[src/rtl/core/assert_macros.svh]
// ----------------------------------------------------------------------------
// assert_macros.svh
// assertion helper macros shared by the rtl modules
// ----------------------------------------------------------------------------
`ifndef ASSERT_MACROS_SVH
`define ASSERT_MACROS_SVH

`ifndef ASSERT_OFF

// clocked property, masked while reset is held
`define ASSERT_CLK(lbl, clk, rst_n, prop, msg) \
  lbl: assert property (@(posedge clk) disable iff (!rst_n) prop) else $error(msg);

// clocked property that also holds during reset
`define ASSERT_ALWAYS(lbl, clk, prop, msg) \
  lbl: assert property (@(posedge clk) prop) else $error(msg);

`else

`define ASSERT_CLK(lbl, clk, rst_n, prop, msg)
`define ASSERT_ALWAYS(lbl, clk, prop, msg)

`endif

`endif

[src/rtl/core/gmr_pkg.sv]
// ----------------------------------------------------------------------------
// gmr_pkg
// shared constants, types and helpers of the genotype missing-rate filter
// ----------------------------------------------------------------------------
package gmr_pkg;

  localparam int MAX_GENOTYPES = 32768;
  localparam int CNT_W         = 17;
  localparam int FIELD_MAX     = 131071;
  localparam int CAP_INT       = (2 * MAX_GENOTYPES > FIELD_MAX) ? FIELD_MAX
                                                                 : 2 * MAX_GENOTYPES;
  localparam logic [CNT_W-1:0] COUNT_CAP = CNT_W'(CAP_INT);

  localparam int THR_W  = 17;
  localparam int FRAC_W = 16;
  localparam int INC_W  = 3;

  localparam logic [7:0] CHAR_TAB = 8'd9;
  localparam logic [7:0] CHAR_REF = 8'h30;
  localparam logic [7:0] CHAR_ALT = 8'h31;

  localparam logic [1:0] CLS_REF  = 2'd0;
  localparam logic [1:0] CLS_ALT  = 2'd1;
  localparam logic [1:0] CLS_MISS = 2'd2;

  localparam logic [1:0] POS_0 = 2'd0;
  localparam logic [1:0] POS_1 = 2'd1;
  localparam logic [1:0] POS_2 = 2'd2;
  localparam logic [1:0] POS_3 = 2'd3;

  localparam logic [THR_W-1:0] THR_RESET = THR_W'(1 << FRAC_W);

  typedef struct packed {
    logic [CNT_W-1:0] ref_cnt;
    logic [CNT_W-1:0] obs_cnt;
    logic [CNT_W-1:0] slot_cnt;
  } line_totals_t;

  function automatic logic [1:0] allele_class(input logic [7:0] ch);
    logic [1:0] cls;
    if (ch == CHAR_REF) begin
      cls = CLS_REF;
    end else if (ch == CHAR_ALT) begin
      cls = CLS_ALT;
    end else begin
      cls = CLS_MISS;
    end
    return cls;
  endfunction

  function automatic logic [CNT_W-1:0] sat_add(input logic [CNT_W-1:0] v,
                                               input logic [INC_W-1:0] a);
    logic [CNT_W:0] s;
    s = {1'b0, v} + {{(CNT_W + 1 - INC_W){1'b0}}, a};
    return (s > {1'b0, COUNT_CAP}) ? COUNT_CAP : s[CNT_W-1:0];
  endfunction

  // slots added when a field closes at the given position
  function automatic logic [INC_W-1:0] close_slots(input logic [1:0] pos);
    logic [INC_W-1:0] n;
    case (pos)
      POS_0, POS_1: n = INC_W'(2);
      POS_2:        n = INC_W'(1);
      default:      n = '0;
    endcase
    return n;
  endfunction

endpackage

[src/rtl/core/genotype_missing_rate_filter.sv]
// ----------------------------------------------------------------------------
// genotype_missing_rate_filter
// counts alleles of the genotype columns of a text line, byte by byte, and
// reports minor, observed and total allele counts with a missing-rate verdict
// ----------------------------------------------------------------------------
// a line's result goes from its last beat via the input, totals and output registers
// throughput: one byte per cycle while in_tready is high; single counter update stage
// output register and totals register let input flow while a result waits
// reset clears counters and field state, threshold returns to 65536
module genotype_missing_rate_filter (
  input  logic        clk,
  input  logic        rst_n,
  input  logic        cfg_we,
  input  logic [16:0] cfg_wdata,    // missing_threshold
  input  logic        in_tvalid,
  output logic        in_tready,
  input  logic [7:0]  in_tdata,     // text_byte
  input  logic        in_tlast,     // line_end
  output logic        out_tvalid,
  input  logic        out_tready,
  output logic [55:0] out_tdata,    // minor_count, observed_count, total_count, zero pad
  output logic        out_tuser     // keep
);

  logic [gmr_pkg::THR_W-1:0] thr_r, thr_nxt;
  logic                      tot_valid, tot_ready;
  gmr_pkg::line_totals_t     tot;
  logic [gmr_pkg::CNT_W-1:0] minor_count, observed_count, total_count;
  logic                      keep;

  assign thr_nxt = cfg_we ? cfg_wdata : thr_r;

  always_ff @(posedge clk) begin
    if (!rst_n) begin
      thr_r <= gmr_pkg::THR_RESET;
    end else begin
      thr_r <= thr_nxt;
    end
  end

  gmr_counter u_counter (
    .clk       (clk),
    .rst_n     (rst_n),
    .in_valid  (in_tvalid),
    .in_ready  (in_tready),
    .in_byte   (in_tdata),
    .in_last   (in_tlast),
    .tot_valid (tot_valid),
    .tot_ready (tot_ready),
    .tot       (tot)
  );

  gmr_judge u_judge (
    .clk            (clk),
    .rst_n          (rst_n),
    .threshold      (thr_r),
    .tot_valid      (tot_valid),
    .tot_ready      (tot_ready),
    .tot            (tot),
    .out_valid      (out_tvalid),
    .out_ready      (out_tready),
    .minor_count    (minor_count),
    .observed_count (observed_count),
    .total_count    (total_count),
    .keep           (keep)
  );

  assign out_tdata = {5'b0, total_count, observed_count, minor_count};
  assign out_tuser = keep;

endmodule

[src/rtl/core/gmr_counter.sv]
// ----------------------------------------------------------------------------
// gmr_counter
// input register, per-byte field parser and allele counters; line totals out
// ----------------------------------------------------------------------------
`include "assert_macros.svh"

module gmr_counter (
  input  logic                  clk,
  input  logic                  rst_n,
  input  logic                  in_valid,
  output logic                  in_ready,
  input  logic [7:0]            in_byte,
  input  logic                  in_last,
  output logic                  tot_valid,
  input  logic                  tot_ready,
  output gmr_pkg::line_totals_t tot
);

  logic                       s1_valid_r, s1_valid_nxt;
  logic [7:0]                 s1_byte_r;
  logic                       s1_last_r;
  logic                       s1_take;

  logic [1:0]                 pos_r, pos_nxt;
  logic [1:0]                 fcls_r, fcls_nxt;
  logic [gmr_pkg::CNT_W-1:0]  ref_r, ref_nxt;
  logic [gmr_pkg::CNT_W-1:0]  obs_r, obs_nxt;
  logic [gmr_pkg::CNT_W-1:0]  slot_r, slot_nxt;

  logic                       tot_valid_r, tot_valid_nxt;
  gmr_pkg::line_totals_t      tot_r;

  logic [1:0]                 pos_a, fcls_a, cnt_cls;
  logic                       cnt_en;
  logic [gmr_pkg::INC_W-1:0]  slot_inc, ref_inc, obs_inc;
  logic [gmr_pkg::CNT_W-1:0]  ref_sum, obs_sum, slot_sum;

  assign s1_take  = s1_valid_r && (!s1_last_r || !tot_valid_r || tot_ready);
  assign in_ready = !s1_valid_r || s1_take;

  always_comb begin
    s1_valid_nxt = s1_valid_r;
    if (in_ready) begin
      s1_valid_nxt = in_valid;
    end else if (s1_take) begin
      s1_valid_nxt = 1'b0;
    end
  end

  // field parse for the registered byte
  always_comb begin
    pos_a    = pos_r;
    fcls_a   = fcls_r;
    cnt_en   = 1'b0;
    cnt_cls  = gmr_pkg::CLS_MISS;
    slot_inc = '0;
    if (s1_byte_r == gmr_pkg::CHAR_TAB) begin
      slot_inc = gmr_pkg::close_slots(pos_r);
      pos_a    = gmr_pkg::POS_0;
      fcls_a   = gmr_pkg::CLS_MISS;
    end else begin
      case (pos_r)
        gmr_pkg::POS_0: begin
          fcls_a = gmr_pkg::allele_class(s1_byte_r);
          pos_a  = gmr_pkg::POS_1;
        end
        gmr_pkg::POS_1: begin
          cnt_en  = 1'b1;
          cnt_cls = fcls_r;
          pos_a   = gmr_pkg::POS_2;
        end
        gmr_pkg::POS_2: begin
          cnt_en  = 1'b1;
          cnt_cls = gmr_pkg::allele_class(s1_byte_r);
          pos_a   = gmr_pkg::POS_3;
        end
        default: begin
          pos_a = pos_r;
        end
      endcase
    end
    if (cnt_en) begin
      slot_inc = slot_inc + gmr_pkg::INC_W'(1);
    end
    if (s1_last_r) begin
      slot_inc = slot_inc + gmr_pkg::close_slots(pos_a);
    end
    ref_inc = (cnt_en && cnt_cls == gmr_pkg::CLS_REF) ? gmr_pkg::INC_W'(1) : '0;
    obs_inc = (cnt_en && (cnt_cls == gmr_pkg::CLS_REF || cnt_cls == gmr_pkg::CLS_ALT))
              ? gmr_pkg::INC_W'(1) : '0;
  end

  assign ref_sum  = gmr_pkg::sat_add(ref_r, ref_inc);
  assign obs_sum  = gmr_pkg::sat_add(obs_r, obs_inc);
  assign slot_sum = gmr_pkg::sat_add(slot_r, slot_inc);

  always_comb begin
    pos_nxt  = pos_r;
    fcls_nxt = fcls_r;
    ref_nxt  = ref_r;
    obs_nxt  = obs_r;
    slot_nxt = slot_r;
    if (s1_take) begin
      if (s1_last_r) begin
        pos_nxt  = gmr_pkg::POS_0;
        fcls_nxt = gmr_pkg::CLS_MISS;
        ref_nxt  = '0;
        obs_nxt  = '0;
        slot_nxt = '0;
      end else begin
        pos_nxt  = pos_a;
        fcls_nxt = fcls_a;
        ref_nxt  = ref_sum;
        obs_nxt  = obs_sum;
        slot_nxt = slot_sum;
      end
    end
  end

  always_comb begin
    tot_valid_nxt = tot_valid_r && !tot_ready;
    if (s1_take && s1_last_r) begin
      tot_valid_nxt = 1'b1;
    end
  end

  always_ff @(posedge clk) begin
    if (!rst_n) begin
      s1_valid_r  <= 1'b0;
      pos_r       <= gmr_pkg::POS_0;
      fcls_r      <= gmr_pkg::CLS_MISS;
      ref_r       <= '0;
      obs_r       <= '0;
      slot_r      <= '0;
      tot_valid_r <= 1'b0;
    end else begin
      s1_valid_r  <= s1_valid_nxt;
      pos_r       <= pos_nxt;
      fcls_r      <= fcls_nxt;
      ref_r       <= ref_nxt;
      obs_r       <= obs_nxt;
      slot_r      <= slot_nxt;
      tot_valid_r <= tot_valid_nxt;
    end
  end

  always_ff @(posedge clk) begin
    if (in_ready) begin
      s1_byte_r <= in_byte;
      s1_last_r <= in_last;
    end
    if (s1_take && s1_last_r) begin
      tot_r.ref_cnt  <= ref_sum;
      tot_r.obs_cnt  <= obs_sum;
      tot_r.slot_cnt <= slot_sum;
    end
  end

  assign tot_valid = tot_valid_r;
  assign tot       = tot_r;

  `ASSERT_CLK(a_cnt_order, clk, rst_n, (ref_r <= obs_r) && (obs_r <= slot_r),
              "allele counters out of order")
  `ASSERT_CLK(a_cnt_cap, clk, rst_n, slot_r <= gmr_pkg::COUNT_CAP,
              "slot counter above cap")
  `ASSERT_CLK(a_line_clear, clk, rst_n, (s1_take && s1_last_r) |=>
              (slot_r == '0 && pos_r == gmr_pkg::POS_0 && tot_valid_r),
              "line end did not clear counters")

endmodule

[src/rtl/core/gmr_judge.sv]
// ----------------------------------------------------------------------------
// gmr_judge
// minor count and missing-fraction compare, output register
// ----------------------------------------------------------------------------
`include "assert_macros.svh"

module gmr_judge (
  input  logic                      clk,
  input  logic                      rst_n,
  input  logic [gmr_pkg::THR_W-1:0] threshold,
  input  logic                      tot_valid,
  output logic                      tot_ready,
  input  gmr_pkg::line_totals_t     tot,
  output logic                      out_valid,
  input  logic                      out_ready,
  output logic [gmr_pkg::CNT_W-1:0] minor_count,
  output logic [gmr_pkg::CNT_W-1:0] observed_count,
  output logic [gmr_pkg::CNT_W-1:0] total_count,
  output logic                      keep
);

  localparam int PROD_W = gmr_pkg::THR_W + gmr_pkg::CNT_W;

  logic                      out_valid_r, out_valid_nxt;
  logic [gmr_pkg::CNT_W-1:0] minor_r, obs_r, slot_r;
  logic                      keep_r;
  logic                      load;

  logic [gmr_pkg::CNT_W-1:0] alt_cnt, minor_c, missing;
  logic [PROD_W-1:0]         lhs, rhs;
  logic                      keep_c;

  assign tot_ready = !out_valid_r || out_ready;
  assign load      = tot_valid && tot_ready;

  always_comb begin
    alt_cnt = tot.obs_cnt - tot.ref_cnt;
    minor_c = (tot.ref_cnt < alt_cnt) ? tot.ref_cnt : alt_cnt;
    missing = tot.slot_cnt - tot.obs_cnt;
    lhs     = {{(PROD_W - gmr_pkg::CNT_W - gmr_pkg::FRAC_W){1'b0}}, missing,
               {gmr_pkg::FRAC_W{1'b0}}};
    rhs     = PROD_W'(threshold) * PROD_W'(tot.slot_cnt);
    keep_c  = (tot.slot_cnt == '0) || (lhs <= rhs);
  end

  always_comb begin
    out_valid_nxt = out_valid_r && !out_ready;
    if (load) begin
      out_valid_nxt = 1'b1;
    end
  end

  always_ff @(posedge clk) begin
    if (!rst_n) begin
      out_valid_r <= 1'b0;
    end else begin
      out_valid_r <= out_valid_nxt;
    end
  end

  always_ff @(posedge clk) begin
    if (load) begin
      minor_r <= minor_c;
      obs_r   <= tot.obs_cnt;
      slot_r  <= tot.slot_cnt;
      keep_r  <= keep_c;
    end
  end

  assign out_valid      = out_valid_r;
  assign minor_count    = minor_r;
  assign observed_count = obs_r;
  assign total_count    = slot_r;
  assign keep           = keep_r;

  `ASSERT_CLK(a_minor_half, clk, rst_n, out_valid_r |->
              ({1'b0, minor_r} + {1'b0, minor_r} <= {1'b0, obs_r}),
              "minor count above half of observed")
  `ASSERT_CLK(a_obs_le_total, clk, rst_n, out_valid_r |-> (obs_r <= slot_r),
              "observed count above total")
  `ASSERT_CLK(a_empty_keep, clk, rst_n, (out_valid_r && slot_r == '0) |-> keep_r,
              "empty line not kept")

endmodule
[config.mk]
export PLATFORM = sky130hd
export DESIGN_NAME = genotype_missing_rate_filter
export DESIGN_NICKNAME = d
export VERILOG_FILES = /design/src/rtl/core/gmr_pkg.sv /design/src/rtl/core/genotype_missing_rate_filter.sv /design/src/rtl/core/gmr_counter.sv /design/src/rtl/core/gmr_judge.sv
export VERILOG_INCLUDE_DIRS = /design/src /design/src/rtl/core
export SDC_FILE = /design/constraint.sdc
export NUM_CORES = 1
export LEC_CHECK = 0
export BUFFER_PORTS_ARGS = -buffer_cell sky130_fd_sc_hd__buf_2
export CAP_MARGIN = 25
export CELL_PAD_IN_SITES_DETAIL_PLACEMENT = 2
export CELL_PAD_IN_SITES_GLOBAL_PLACEMENT = 2
export CORE_MARGIN = 2
export CORE_UTILIZATION = 44
export CTS_CLUSTER_DIAMETER = 150
export CTS_CLUSTER_SIZE = 25
export DETAILED_ROUTE_END_ITERATION = 10
export GPL_ROUTABILITY_DRIVEN = 0
export GPL_TIMING_DRIVEN = 0
export PLACE_DENSITY = 0.86
export SETUP_SLACK_MARGIN = 0.02
export SLEW_MARGIN = 20
export SYNTH_ARGS = -nofsm -noshare
export SYNTH_HDL_FRONTEND = slang
export SYNTH_SLANG_ARGS = --single-unit
[constraint.sdc]
create_clock -name clk -period 15.8 [get_ports clk]
set_input_delay 2.37 -clock clk [delete_from_list [all_inputs] [get_ports clk]]
set_output_delay 2.37 -clock clk [all_outputs]
set_load 0.05 [all_outputs]
After elaboration in Yosys (flattened, before gate mapping)
Cells that the tools add are included.
Word-level totals
  bits in registers: 187
  output and inout bits: 59
Operators by class
  equal/unequal tests: 8
  multiplexer cells: 31
  multiply operators: 1
  magnitude comparators: 5
  add/sub/neg operators: 7
  reduce and logical (&&, ||, !) cells: 29
Operators by type and width (number)
  $mux 17: 7
  $add 17x3->18: 3
  $gt 18x17->1 const B: 3
  $le 33x34->1: 1
  $mul 17x17->34: 1
  $sub 17x17->17: 2
  $logic_not 17->1: 1
  $lt 17x17->1: 1
  $eq 8x6->1 const B: 2
  $mux 2: 8
  $mux 3: 4
  $pmux 2 s2: 3
  $eq 8x4->1 const B: 1
  $mux 1: 8
  $logic_and 1x1->1: 7
  $eq 2x1->1 const B: 3
  $logic_not 1->1: 6
  $logic_not 2->1: 3
  $logic_or 1x1->1: 6
  $pmux 2 s3: 1
  $reduce_or 2->1: 3
  $eq 2x2->1 const B: 2
  $add 3x1->3 const B: 1
  $add 3x3->3: 1
  other kinds (3): 3

Depth between registers and ports, before layout
Gate-level depths: netlist (run 1).
  word-level depth: 13
  mapped depth: 31
  mapped depth without buffers: 30

Modules after synthesis
From an unflattened synthesis (run 1), not the netlist that was laid out.
Unflattened totals
  cells, all modules: 2280
  area, all modules: 20901.3 um^2
Modules (own cells, without submodules)
  gmr_judge: instances 1, area each 13654.3 um^2, seq. area each 1581.5 um^2, cells each 1527
  gmr_counter: instances 1, area each 6556.3 um^2, seq. area each 2942.8 um^2, cells each 693
  genotype_missing_rate_filter: instances 1, area each 690.7 um^2, seq. area each 340.3 um^2, cells each 60

Worst setup path after synthesis (run 1)
OpenSTA, ideal clock, no wires.
  kind: register -> register
  start point: register u_counter.tot_r, in the netlist u_counter.tot[10]
  end point: register u_judge.keep_r, in the netlist u_judge.keep (data pin)
  arrival: 7.738 ns
  setup time: 0.195 ns
  cell stages (with the launch flop): 30
  path slack: 7.867 ns
  period minus slack after synthesis: 7.933 ns
  path through: edfxtp_1 -> clkbuf_1 -> clkbuf_1 -> nand2_1 -> fa_1 -> fa_1 -> inv_1 -> fa_1 -> fa_1 -> fa_1 -> inv_1 -> fa_1 -> inv_1 -> ha_1 -> a21oi_1 -> o21ai_0 -> a2111oi_0 -> o2bb2ai_1 -> a41o_1 -> a211o_1 -> a21oi_1 -> xnor2_1 -> ha_1 -> nand3_1 -> or4b_2 -> nor4_1 -> o2111ai_1 -> a311oi_1 -> nand4_1 -> o311ai_0
On the way
  word-level cells in the longest chain between the ends: 3
  elaborated cells between the ends (all ways): 5
  those cells by class: add/sub: 1; mul: 1; order compare: 1; reduce/logical: 2
Ends and longest elaborated chain
  start, declared: RTL line gmr_counter.sv:31  | gmr_pkg::line_totals_t tot_r;
  $mul 17x17->34 / $sub 17x17->17 (equally long branches): RTL line gmr_judge.sv:42, gmr_judge.sv:39
  $le 33x34->1: RTL line gmr_judge.sv:43  | keep_c = (tot.slot_cnt == '0) || (lhs <= rhs);
  $logic_or 1x1->1 (*): RTL line gmr_judge.sv:43
  via u_judge.keep_c: RTL line gmr_judge.sv:31  | logic keep_c;
  end signal, assigned: RTL line gmr_judge.sv:66  | keep_r <= keep_c;
  end, declared: RTL line gmr_judge.sv:26  | logic keep_r;
Mark *: on every way through the listed nets, which the timed path passes. The rest lies on a longest branch.
A chain may end at the register's enable or synchronous reset.

Worst setup path after layout (run 1)
  start point: register u_counter.tot_r, in the netlist u_counter.tot[7]
  end point: register u_judge.keep_r, in the netlist u_judge.keep (data pin)
The elaborated chain is that of the path after synthesis.

==> results by group, run 1 <==
Status
  – Outcome: finished clean

GRT
  – First-pass GRT wire length: 122.5 mm
  – Largest net degree at the start of global routing: 27
  – Vias in the first global route: 20656
  – Total global routing overflow: 0
  – Number of antenna violations at the first check in global routing: 2
  – Total global routing track utilization: 33.94%

STA
  – Final Max Tran Viols: 0
  – Rel. slew slack: 34.82%
  – Sum of negative setup slack: 0 ns
  – Final setup violation count: 0
  – Count of final hold-check violations: 0
  – Part of the cycle the worst path needs: 69.14%
  – Clock Skew: 0.02354 ns
  – Worst-Margin Slew: 0.9740 ns
  – RSZ-0062 raised after global routing: no
  – Minimum period implied by the final worst setup slack: 10.92 ns
  – Final worst setup slack: 4.875 ns
  – Highest achievable clock rate: 0.09154 GHz

Hold path
  – Launch instance of the worst min-delay path: u_counter.tot[0]
  – Worst hold-check path type: reg -> reg
  – Number of instances on the worst hold path: 0

Synth
  – Commonest register cell after synthesis: sky130_fd_sc_hd__edfxtp_1
  – Sequential area share after synthesis: 23.55%
  – Share of synthesized flip-flops with an asynchronous set or reset: 0%
  – Synth Warn #: 0
  – Synthesized flop and latch total: 187
  – Synth Area per Inst: 9.140 sq um
  – Synthesized area: 20660 sq um
  – Cells after Synth: 2260
  – Number of unique standard cell types used by synthesis: 81
  – Number of synthesized flops with an enable pin: 112

Floorplan
  – Number of placed I/O pins: 90
  – Number of placement rows: 79
  – Floorplan die width: 220.7 microns
  – Initial core utilization: 44.46%
  – Height of the die: 220.7 microns
  – Placeable core region: 46460 sq um
  – Die outline area: 48700 sq um

Final layout
  – Most frequent standard cell in the layout excluding fill and tap cells: sky130_fd_sc_hd__inv_1
  – Number of nets in the finished design: 2818
  – Area Overhead vs Synth: 8.928%
  – Commonest cells after routing, fill and taps aside: sky130_fd_sc_hd__inv_1, sky130_fd_sc_hd__nand2_1, sky130_fd_sc_hd__fa_1
  – Number of standard cells in the final layout excluding fillers: 2992
  – Fraction of layout instances using a drive strength above 1: 7.005%
  – Core Util, Final: 48.43%
  – Filler Cell Count: 5002

Drt
  – Drt initial violations: 921
  – Routed Wire Length: 79.73 mm
  – Count of antenna-violating nets left after detailed routing: 0
  – Via count: 17488
  – Vias per std cell: 5.845
  – DR DRC count: 0
  – Detail-routed net length per standard cell: 26.65 microns
  – Drt first pass iters: 5

Critical path
  – CP most frequent cell: sky130_fd_sc_hd__fa_1
  – Cell with the biggest individual delay on the critical path: sky130_fd_sc_hd__edfxtp_1
  – Launching element type of the critical path: flip-flop
  – Worst flop-to-flop path startpoint: u_counter.tot[7]
  – Critical path origin: u_counter.tot[7]
  – Kind of end point of the critical path: flip-flop
  – Class of the most critical setup path: reg -> reg
  – Data required time of the worst path: 16.02 ns
  – Worst stage delay on the critical path: 0.94 ns
  – Path depth of the worst reg2reg path: 28
  – Largest fanout on the critical path: 11
  – Data arrival time at the worst-slack endpoint: 11.14 ns

Clocking
  – Number of CTS-inserted buffers: 17
  – Worst-path clk slew: 0.08 ns
  – Number of clock sinks: 187
  – Bufs on Longest Clock Path: 2
  – # Post-CTS Setup Buffers: 0
  – TritonCTS clock tree: built
  – Number of H-tree branching levels: 4
  – Resize count post-CTS: 0
  – CTS Hold Bufs: 0
  – Library cell used as clock root buffer: sky130_fd_sc_hd__clkbuf_16
  – Clock latency on the worst-skew pair: 0.50 ns

Pwr
  – Internal portion of total power: 1138 uW
  – Switching power of the nets: 880.6 uW
  – Combinational cell fraction of total power: 52.4%
  – Worst voltage drop across the vdd grid: 0.00007009 V
  – Fraction of power consumed by sequential logic: 26.7%
  – Power density over the cells: 89.71 nW/um^2
  – Clock power frac: 20.9%
  – Switching Share: 43.63%
  – Leakage power: 0.01033 uW

Placed design
  – Inst Count DP: 2958
  – Worst setup slack before clock tree synthesis: 5.059 ns
  – Post-DP HPWL: 62.82 mm
  – IO buf count: 83

Flow run
  – Number of maximum-capacitance constraint violations: 0
[synth_stat cells (15+ instances only)]
cell                       number  share of area (%)
sky130_fd_sc_hd__inv_1        352                6.4
sky130_fd_sc_hd__nand2_1      229                4.2
sky130_fd_sc_hd__fa_1         228                 22
sky130_fd_sc_hd__ha_1         188                 11
sky130_fd_sc_hd__nor2_1       156                2.8
sky130_fd_sc_hd__and2_1       137                4.1
sky130_fd_sc_hd__edfxtp_1     112                 16
sky130_fd_sc_hd__clkbuf_1      75                1.4
sky130_fd_sc_hd__dfxtp_1       75                7.3
sky130_fd_sc_hd__a21oi_1       67                1.6
sky130_fd_sc_hd__xnor2_1       64                2.7
sky130_fd_sc_hd__o21ai_0       57                1.4
sky130_fd_sc_hd__nand3_1       47                1.1
sky130_fd_sc_hd__a21o_1        42                1.5
sky130_fd_sc_hd__nor3_1        41               0.99
sky130_fd_sc_hd__mux2i_1       30                1.5
sky130_fd_sc_hd__xor2_1        28                1.2
sky130_fd_sc_hd__nor4_1        20               0.61
sky130_fd_sc_hd__buf_2         19               0.46
sky130_fd_sc_hd__nand4_1       18               0.55
sky130_fd_sc_hd__a31oi_1       17               0.51
sky130_fd_sc_hd__o21a_1        16               0.58
sky130_fd_sc_hd__o31ai_1       16               0.58
sky130_fd_sc_hd__and3_1        15               0.45
sky130_fd_sc_hd__or3_1         15               0.45
[worst paths after layout]
kind              slack [ns]                endpoint
setup / recovery        4.88            u_judge.keep
hold / removal          0.48  u_judge.total_count[0]
setup reg to reg        4.88            u_judge.keep
hold reg to reg         0.48  u_judge.total_count[0]
[cell type report]
type                    instances  area, sq um  area share, %
clock inverters                12        90.09         0.4004
flip-flops and latches        187         4865          21.62
diodes                          1        2.502        0.01112
clock buffers                  20        436.7          1.941
plain buffers                 108        462.9          2.058
multi-input cells            1617        14040          62.39
repair buffers                 88        525.5          2.336
well taps                     607        759.5          3.375
inverters                     352         1321          5.872
[state kept, by name, summed over array words and instances (netlist names), 2 cells and up]
| register | cells |
|---|---|
| u_counter.obs_r | 17 |
| u_counter.s1_byte_r | 8 |
| thr_r | 17 |
| u_counter.slot_r | 17 |
| u_counter.ref_r | 17 |
| u_counter.fcls_r | 2 |
| u_judge.total_count | 17 |
| u_counter.pos_r | 2 |
| u_counter.tot | 51 |
| u_judge.minor_count | 17 |
| u_judge.observed_count | 17 |
[through the flow]
step	area, sq um	hold slack, ns	power [uW]
after floorplan	20670	0.4244	1250
after detailed placement	21960	0.4736	1577
after global placement	21850	0.4363	1483
final	22500	0.4798	2019
after global routing	22500	0.4971	2154
after CTS	22480	0.4854	2016
[critical path, delay by kind of cell (launching register included)]
family                     cells  cell delay, ns
adders and majority gates      8            3.99
xor gates and xnor gates       1            0.11
and+or+nand+nor                5            1.57
DFF                            1            0.94
buffers and inverters          4            0.90
AOI/OAI and AO/OA             10            3.13
[logic make-up after synthesis]
group,Yosys count,synth area share (%)
buffers and inverters,460,8.638
AND/OR/NAND/NOR,751,18.17
other,1,0.01815
AO/OA/AOI/OAI,321,10.62
multiplexers,31,1.508
adder cells (fa/ha/maj),416,33.48
flip-flops,187,23.55
XOR/XNOR,93,4.010
[per-layer routing]
metal	vias up	wire length, microns	global-route usage [%]
li1	7680	-	-
met1	9062	29590	37.21
met2	517	42360	63.21
met3	225	3396	4.701
met4	4	4362	18.00
met5	-	21	0
[power groups by stage]
stage	sequential (uW)	combinational (uW)	clock, uW
global placement	549	934	0
global route	539	1170	442
detailed placement	550	1030	0
floorplan	547	703	0
CTS	539	1050	426
finish	539	1060	421
(Power assumes the default switching activity.)
==> inputs of run 2 (changes only) <==
Settings changed: CORE_UTILIZATION 44 to 41, PLACE_DENSITY 0.86 to 0.81.
Clock period 15.8 ns to 11.1 ns, I/O delays scaled along.
==> results by group, run 2 (synthesis results as in run 1) <==
Clocking
  – TritonCTS clock tree: built (unchanged)
  – Number of CTS-inserted buffers: 17 (unchanged)
  – Bufs on Longest Clock Path: 2 (unchanged)
  – Worst-path clk slew: 0.07 ns (was 0.08 ns)
  – Clock latency on the worst-skew pair: 0.50 ns (about the same)
  – Library cell used as clock root buffer: sky130_fd_sc_hd__clkbuf_16 (unchanged)
  – Number of H-tree branching levels: 4 (unchanged)
  – Number of clock sinks: 187 (unchanged)
  – # Post-CTS Setup Buffers: 0 (unchanged)
  – Resize count post-CTS: 0 (unchanged)
  – CTS Hold Bufs: 0 (unchanged)

Critical path
  – Data required time of the worst path: 11.35 ns (was 16.02 ns)
  – Cell with the biggest individual delay on the critical path: sky130_fd_sc_hd__edfxtp_1 (unchanged)
  – Data arrival time at the worst-slack endpoint: 10.48 ns (was 11.14 ns)
  – CP most frequent cell: sky130_fd_sc_hd__fa_1 (unchanged)
  – Worst stage delay on the critical path: 0.94 ns (about the same)
  – Kind of end point of the critical path: flip-flop (unchanged)
  – Class of the most critical setup path: reg -> reg (unchanged)
  – Launching element type of the critical path: flip-flop (unchanged)
  – Largest fanout on the critical path: 11 (unchanged)

Drt
  – Via count: 17005 (was 17488)
  – Drt first pass iters: 5 (unchanged)
  – Count of antenna-violating nets left after detailed routing: 0 (unchanged)
  – Drt initial violations: 846 (was 921)
  – Detail-routed net length per standard cell: 23.50 microns (was 26.65 microns)
  – Routed Wire Length: 71.81 mm (was 79.73 mm)
  – DR DRC count: 0 (unchanged)
  – Vias per std cell: 5.564 (was 5.845)

Pwr
  – Worst voltage drop across the vdd grid: 0.0001232 V (was 0.00007009 V)
  – Leakage power: 0.01037 uW (was 0.01033 uW)
  – Power density over the cells: 125.7 nW/um^2 (was 89.71 nW/um^2)

STA
  – Count of final hold-check violations: 0 (unchanged)
  – RSZ-0062 raised after global routing: no (unchanged)
  – Minimum period implied by the final worst setup slack: 10.24 ns (was 10.92 ns)
  – Final worst setup slack: 0.8603 ns (was 4.875 ns)
  – Final Max Tran Viols: 0 (unchanged)
  – Sum of negative setup slack: 0 ns (unchanged)
  – Clock Skew: 0.02988 ns (was 0.02354 ns)
  – Highest achievable clock rate: 0.09766 GHz (was 0.09154 GHz)
  – Worst-Margin Slew: 0.9773 ns (was 0.9740 ns)
  – Final setup violation count: 0 (unchanged)
  – Rel. slew slack: 34.25% (was 34.82%)
  – Part of the cycle the worst path needs: 92.25% (was 69.14%)

Final layout
  – Most frequent standard cell in the layout excluding fill and tap cells: sky130_fd_sc_hd__inv_1 (unchanged)
  – Flip-flop count of the largest register, all copies and words added: 51 (unchanged)
  – Number of standard cells in the final layout excluding fillers: 3056 (was 2992)
  – Fraction of layout instances using a drive strength above 1: 7.092% (was 7.005%)
  – Number of nets in the finished design: 2817 (was 2818)
  – Area Overhead vs Synth: 9.461% (was 8.928%)
  – Commonest cells after routing, fill and taps aside: sky130_fd_sc_hd__inv_1, sky130_fd_sc_hd__nand2_1, sky130_fd_sc_hd__fa_1 (unchanged)

Floorplan
  – Floorplan die width: 228.5 microns (was 220.7 microns)
  – Height of the die: 228.5 microns (was 220.7 microns)
  – Initial core utilization: 41.34% (was 44.46%)
  – Die outline area: 52190 sq um (was 48700 sq um)
  – Number of placement rows: 82 (was 79)
  – Placeable core region: 49970 sq um (was 46460 sq um)
  – Number of placed I/O pins: 90 (unchanged)

GRT
  – Most Crowded Layer GR: met2 (unchanged)
  – Largest net degree at the start of global routing: 29 (was 27)
  – First-pass GRT wire length: 113.6 mm (was 122.5 mm)
  – Vias in the first global route: 19623 (was 20656)
  – Total global routing overflow: 0 (unchanged)
  – Number of antenna violations at the first check in global routing: 1 (was 2)
  – Total global routing track utilization: 28.44% (was 33.94%)
  – Met1 GRT Util: 32.35% (was 37.21%)
  – Met3 layer usage reported by global route: 4.840% (was 4.701%)
  – Grt met2 use: 52.35% (was 63.21%)

Placed design
  – IO buf count: 83 (unchanged)
  – Post-DP HPWL: 57.68 mm (was 62.82 mm)
  – Worst setup slack before clock tree synthesis: 0.8552 ns (was 5.059 ns)
  – Inst Count DP: 3022 (was 2958)

Flow run
  – Number of maximum-capacitance constraint violations: 0 (unchanged)

Hold path
  – Worst hold-check path type: reg -> reg (unchanged)

Status
  – Outcome: finished clean (unchanged)
-- run 2: cell count changes in the layout (fill, tap and decap cells not counted), sizes merged --
cell,delta
clkinv,+1
inv,+4
clkinvlp,-5
bufinv,+1
buf,-1
clkbuf,-1
-- run 2: through the flow --
step | total power [uW] | utilization (%) | hold slack [ns] | instance area [sq um]
6_report | 2843 | 45.25 | 0.4617 | 22610
5_1_grt | 3086 | 45.25 | 0.4890 | 22610
4_1_cts | 2865 | 45.22 | 0.4651 | 22590
3_5_place_dp | 2197 | 44.05 | 0.4441 | 22010
3_3_place_gp | 2119 | 43.88 | 0.4356 | 21930
2_1_floorplan | 1779 | - | 0.4244 | 20670
-- run 2: where the power goes --
| group | internal [uW] | leakage [uW] | switching (uW) |
|---|---|---|---|
| Combinational | 573 | 0.00834 | 855 |
| Sequential | 745 | 0.00173 | 21.5 |
| Clock | 329 | 0.000292 | 319 |
-- run 2: path summary, 6_finish.rpt --
kind	from	end	slack, ns	cells after the start
worst max-delay path	u_counter.tot[7]	u_judge.keep	0.86	28
worst min-delay path	u_counter.tot[16]	u_judge.total_count[16]	0.46	0
worst max register to register	u_counter.tot[7]	u_judge.keep	0.86	28
worst min register to register	u_counter.tot[16]	u_judge.total_count[16]	0.46	0
-- run 2: per-layer routing --
metal / routed length [microns] / vias to the layer above
li1: - / 7681
met1: 28400 / 8822
met2: 37540 / 357
met3: 2861 / 145
met4: 3012 / 0
met5: 0 / -
-- run 2: worst max-delay path: cells and delay by family (launching register included) --
family                     cells  cell delay, ns
adders and majority gates      8            3.87
AOI/OAI and AO/OA             10            2.69
and+or+nand+nor                5            1.46
DFF                            1            0.94
buffers and inverters          4            0.92
xor gates and xnor gates       1            0.10
-- run 2: final cells by class --
class	count	area, sq um
clock inverters	13	128.9
clock buffers	19	454.2
well taps	672	840.8
multi-input cells	1617	14040
repair buffers	87	498.0
fillers	5495	27360
flip-flops and latches	187	4865
diodes	1	2.502
inverters	352	1321
plain buffers	108	462.9
==> inputs of run 3 (changes only) <==
Settings changed: BUFFER_PORTS_ARGS -buffer_cell sky130_fd_sc_hd__buf_2 to not set, CORE_UTILIZATION 41 to 42, DONT_BUFFER_PORTS set to 1, PLACE_DENSITY 0.81 to 0.8.
==> results by group, run 3 (synthesis results as in run 1) <==
Flow run
  – Number of maximum-capacitance constraint violations: 0 (unchanged)

Critical path
  – Largest fanout on the critical path: 10 (was 11)
  – Cell with the biggest individual delay on the critical path: sky130_fd_sc_hd__or4b_2 (was sky130_fd_sc_hd__edfxtp_1)
  – Class of the most critical setup path: reg -> reg (unchanged)
  – Kind of end point of the critical path: flip-flop (unchanged)
  – Register-to-Register Setup Slack: 0.94 ns (was 0.86 ns)
  – CP most frequent cell: sky130_fd_sc_hd__fa_1 (unchanged)
  – Launching element type of the critical path: flip-flop (unchanged)
  – Data arrival time at the worst-slack endpoint: 10.44 ns (was 10.48 ns)
  – Worst stage delay on the critical path: 0.67 ns (was 0.94 ns)
  – Path depth of the worst reg2reg path: 31 (was 28)
  – Data required time of the worst path: 11.38 ns (was 11.35 ns)

STA
  – RSZ-0062 raised after global routing: no (unchanged)
  – Highest achievable clock rate: 0.09839 GHz (was 0.09766 GHz)
  – Part of the cycle the worst path needs: 91.56% (was 92.25%)
  – Final Max Tran Viols: 0 (unchanged)
  – Minimum period implied by the final worst setup slack: 10.16 ns (was 10.24 ns)
  – Sum of negative setup slack: 0 ns (unchanged)
  – Final setup violation count: 0 (unchanged)
  – Final worst setup slack: 0.9365 ns (was 0.8603 ns)
  – Worst-Margin Slew: 1.052 ns (was 0.9773 ns)
  – Count of final hold-check violations: 0 (unchanged)
  – Rel. slew slack: 29.85% (was 34.25%)
  – Clock Skew: 0.01735 ns (was 0.02988 ns)

Floorplan
  – Die outline area: 50970 sq um (was 52190 sq um)
  – Number of placed I/O pins: 90 (unchanged)
  – Floorplan die width: 225.8 microns (was 228.5 microns)
  – Height of the die: 225.8 microns (was 228.5 microns)
  – Placeable core region: 48750 sq um (was 49970 sq um)
  – Number of placement rows: 81 (was 82)
  – Initial core utilization: 42.37% (was 41.34%)

Final layout
  – Commonest cells after routing, fill and taps aside: sky130_fd_sc_hd__inv_1, sky130_fd_sc_hd__nand2_1, sky130_fd_sc_hd__fa_1 (unchanged)
  – Area Overhead vs Synth: 7.796% (was 9.461%)
  – Number of nets in the finished design: 2736 (was 2817)
  – Core Util, Final: 45.68% (was 45.25%)
  – Most frequent standard cell in the layout excluding fill and tap cells: sky130_fd_sc_hd__inv_1 (unchanged)
  – Flip-flop count of the largest register, all copies and words added: 51 (unchanged)
  – Fraction of layout instances using a drive strength above 1: 3.866% (was 7.092%)

Clocking
  – Library cell used as clock root buffer: sky130_fd_sc_hd__clkbuf_16 (unchanged)
  – Bufs on Longest Clock Path: 2 (unchanged)
  – CTS Hold Bufs: 0 (unchanged)
  – Clock latency on the worst-skew pair: 0.50 ns (about the same)
  – # Post-CTS Setup Buffers: 0 (unchanged)
  – Number of clock sinks: 187 (unchanged)
  – Number of H-tree branching levels: 4 (unchanged)
  – Number of CTS-inserted buffers: 17 (unchanged)
  – Resize count post-CTS: 0 (unchanged)
  – Worst-path clk slew: 0.08 ns (was 0.07 ns)
  – TritonCTS clock tree: built (unchanged)

Pwr
  – Power density over the cells: 128.4 nW/um^2 (was 125.7 nW/um^2)
  – Leakage power: 0.01005 uW (was 0.01037 uW)
  – Worst voltage drop across the vdd grid: 0.0001401 V (was 0.0001232 V)

Drt
  – Detail-routed net length per standard cell: 23.97 microns (was 23.50 microns)
  – Drt first pass iters: 5 (unchanged)
  – Drt initial violations: 766 (was 846)
  – Count of antenna-violating nets left after detailed routing: 0 (unchanged)
  – Vias per std cell: 5.596 (was 5.564)
  – DR DRC count: 0 (unchanged)
  – Routed Wire Length: 71.14 mm (was 71.81 mm)
  – Via count: 16609 (was 17005)

GRT
  – Number of antenna violations at the first check in global routing: 1 (unchanged)
  – Largest net degree at the start of global routing: 29 (unchanged)
  – Vias in the first global route: 18961 (was 19623)
  – Total global routing overflow: 0 (unchanged)
  – Total global routing track utilization: 29.30% (was 28.44%)
  – First-pass GRT wire length: 112.0 mm (was 113.6 mm)

Placed design
  – Worst setup slack before clock tree synthesis: 0.9156 ns (was 0.8552 ns)
  – IO buf count: 0 (was 83)
  – Post-DP HPWL: 56.92 mm (was 57.68 mm)

Status
  – Outcome: finished clean (unchanged)

Hold path
  – Number of instances on the worst hold path: 2 (was 0)
  – Worst hold-check path type: reg -> reg (unchanged)
-- run 3: final timing paths --
check	startpoint	to
max	u_counter.tot[9]	u_judge.keep
min	u_counter.fcls_r[0]	u_counter.fcls_r[0]
max reg2reg	u_counter.tot[9]	u_judge.keep
min reg2reg	u_counter.fcls_r[0]	u_counter.fcls_r[0]
-- run 3: power breakdown --
group	leakage [uW]	internal (uW)	switching (uW)	total, uW
combinational	0.00801	573	847	1420
sequential	0.00173	745	31.5	777
clock	0.000301	326	335	661
-- run 3: worst max-delay path, delay by kind of cell, from the launching register on --
family,cells,cell delay (ns)
buffers and inverters,7,1.38
DFF,1,0.50
AOI/OAI and AO/OA,8,1.88
adders and majority gates,8,3.95
and+or+nand+nor,8,2.19
-- run 3: layout make-up --
class	count	area [sq um]
antenna	2	5.005
buffer	108	462.9
clock buffer	17	425.4
clock inverter	15	193.9
fill	5290	26480
inverter	352	1321
multi-input combinational	1617	14040
sequential	187	4865
tap	664	830.8
timing repair buffer	6	125.1
-- run 3: stage by stage --
| step | power (uW) | cells | instance area (sq um) | hold slack, ns |
|---|---|---|---|---|
| 2_1_floorplan | 1779 | 2264 | 20670 | 0.4244 |
| 3_3_place_gp | 2110 | 2928 | 21500 | 0.4452 |
| 3_5_place_dp | 2204 | 2934 | 21640 | 0.4720 |
| 4_1_cts | 2887 | 2966 | 22260 | 0.4851 |
| 5_1_grt | 3090 | 2966 | 22260 | 0.5139 |
| 6_report | 2859 | 2968 | 22270 | 0.4813 |
-- run 3: per-layer routing --
layer / up-vias / track usage, % / wire length (microns)
met1: 8635 / 34.40 / 28740
met5: - / 0 / 0
met3: 110 / 3.669 / 2310
met4: 0 / 11.37 / 2576
li1: 7514 / - / -
met2: 350 / 54.06 / 37520
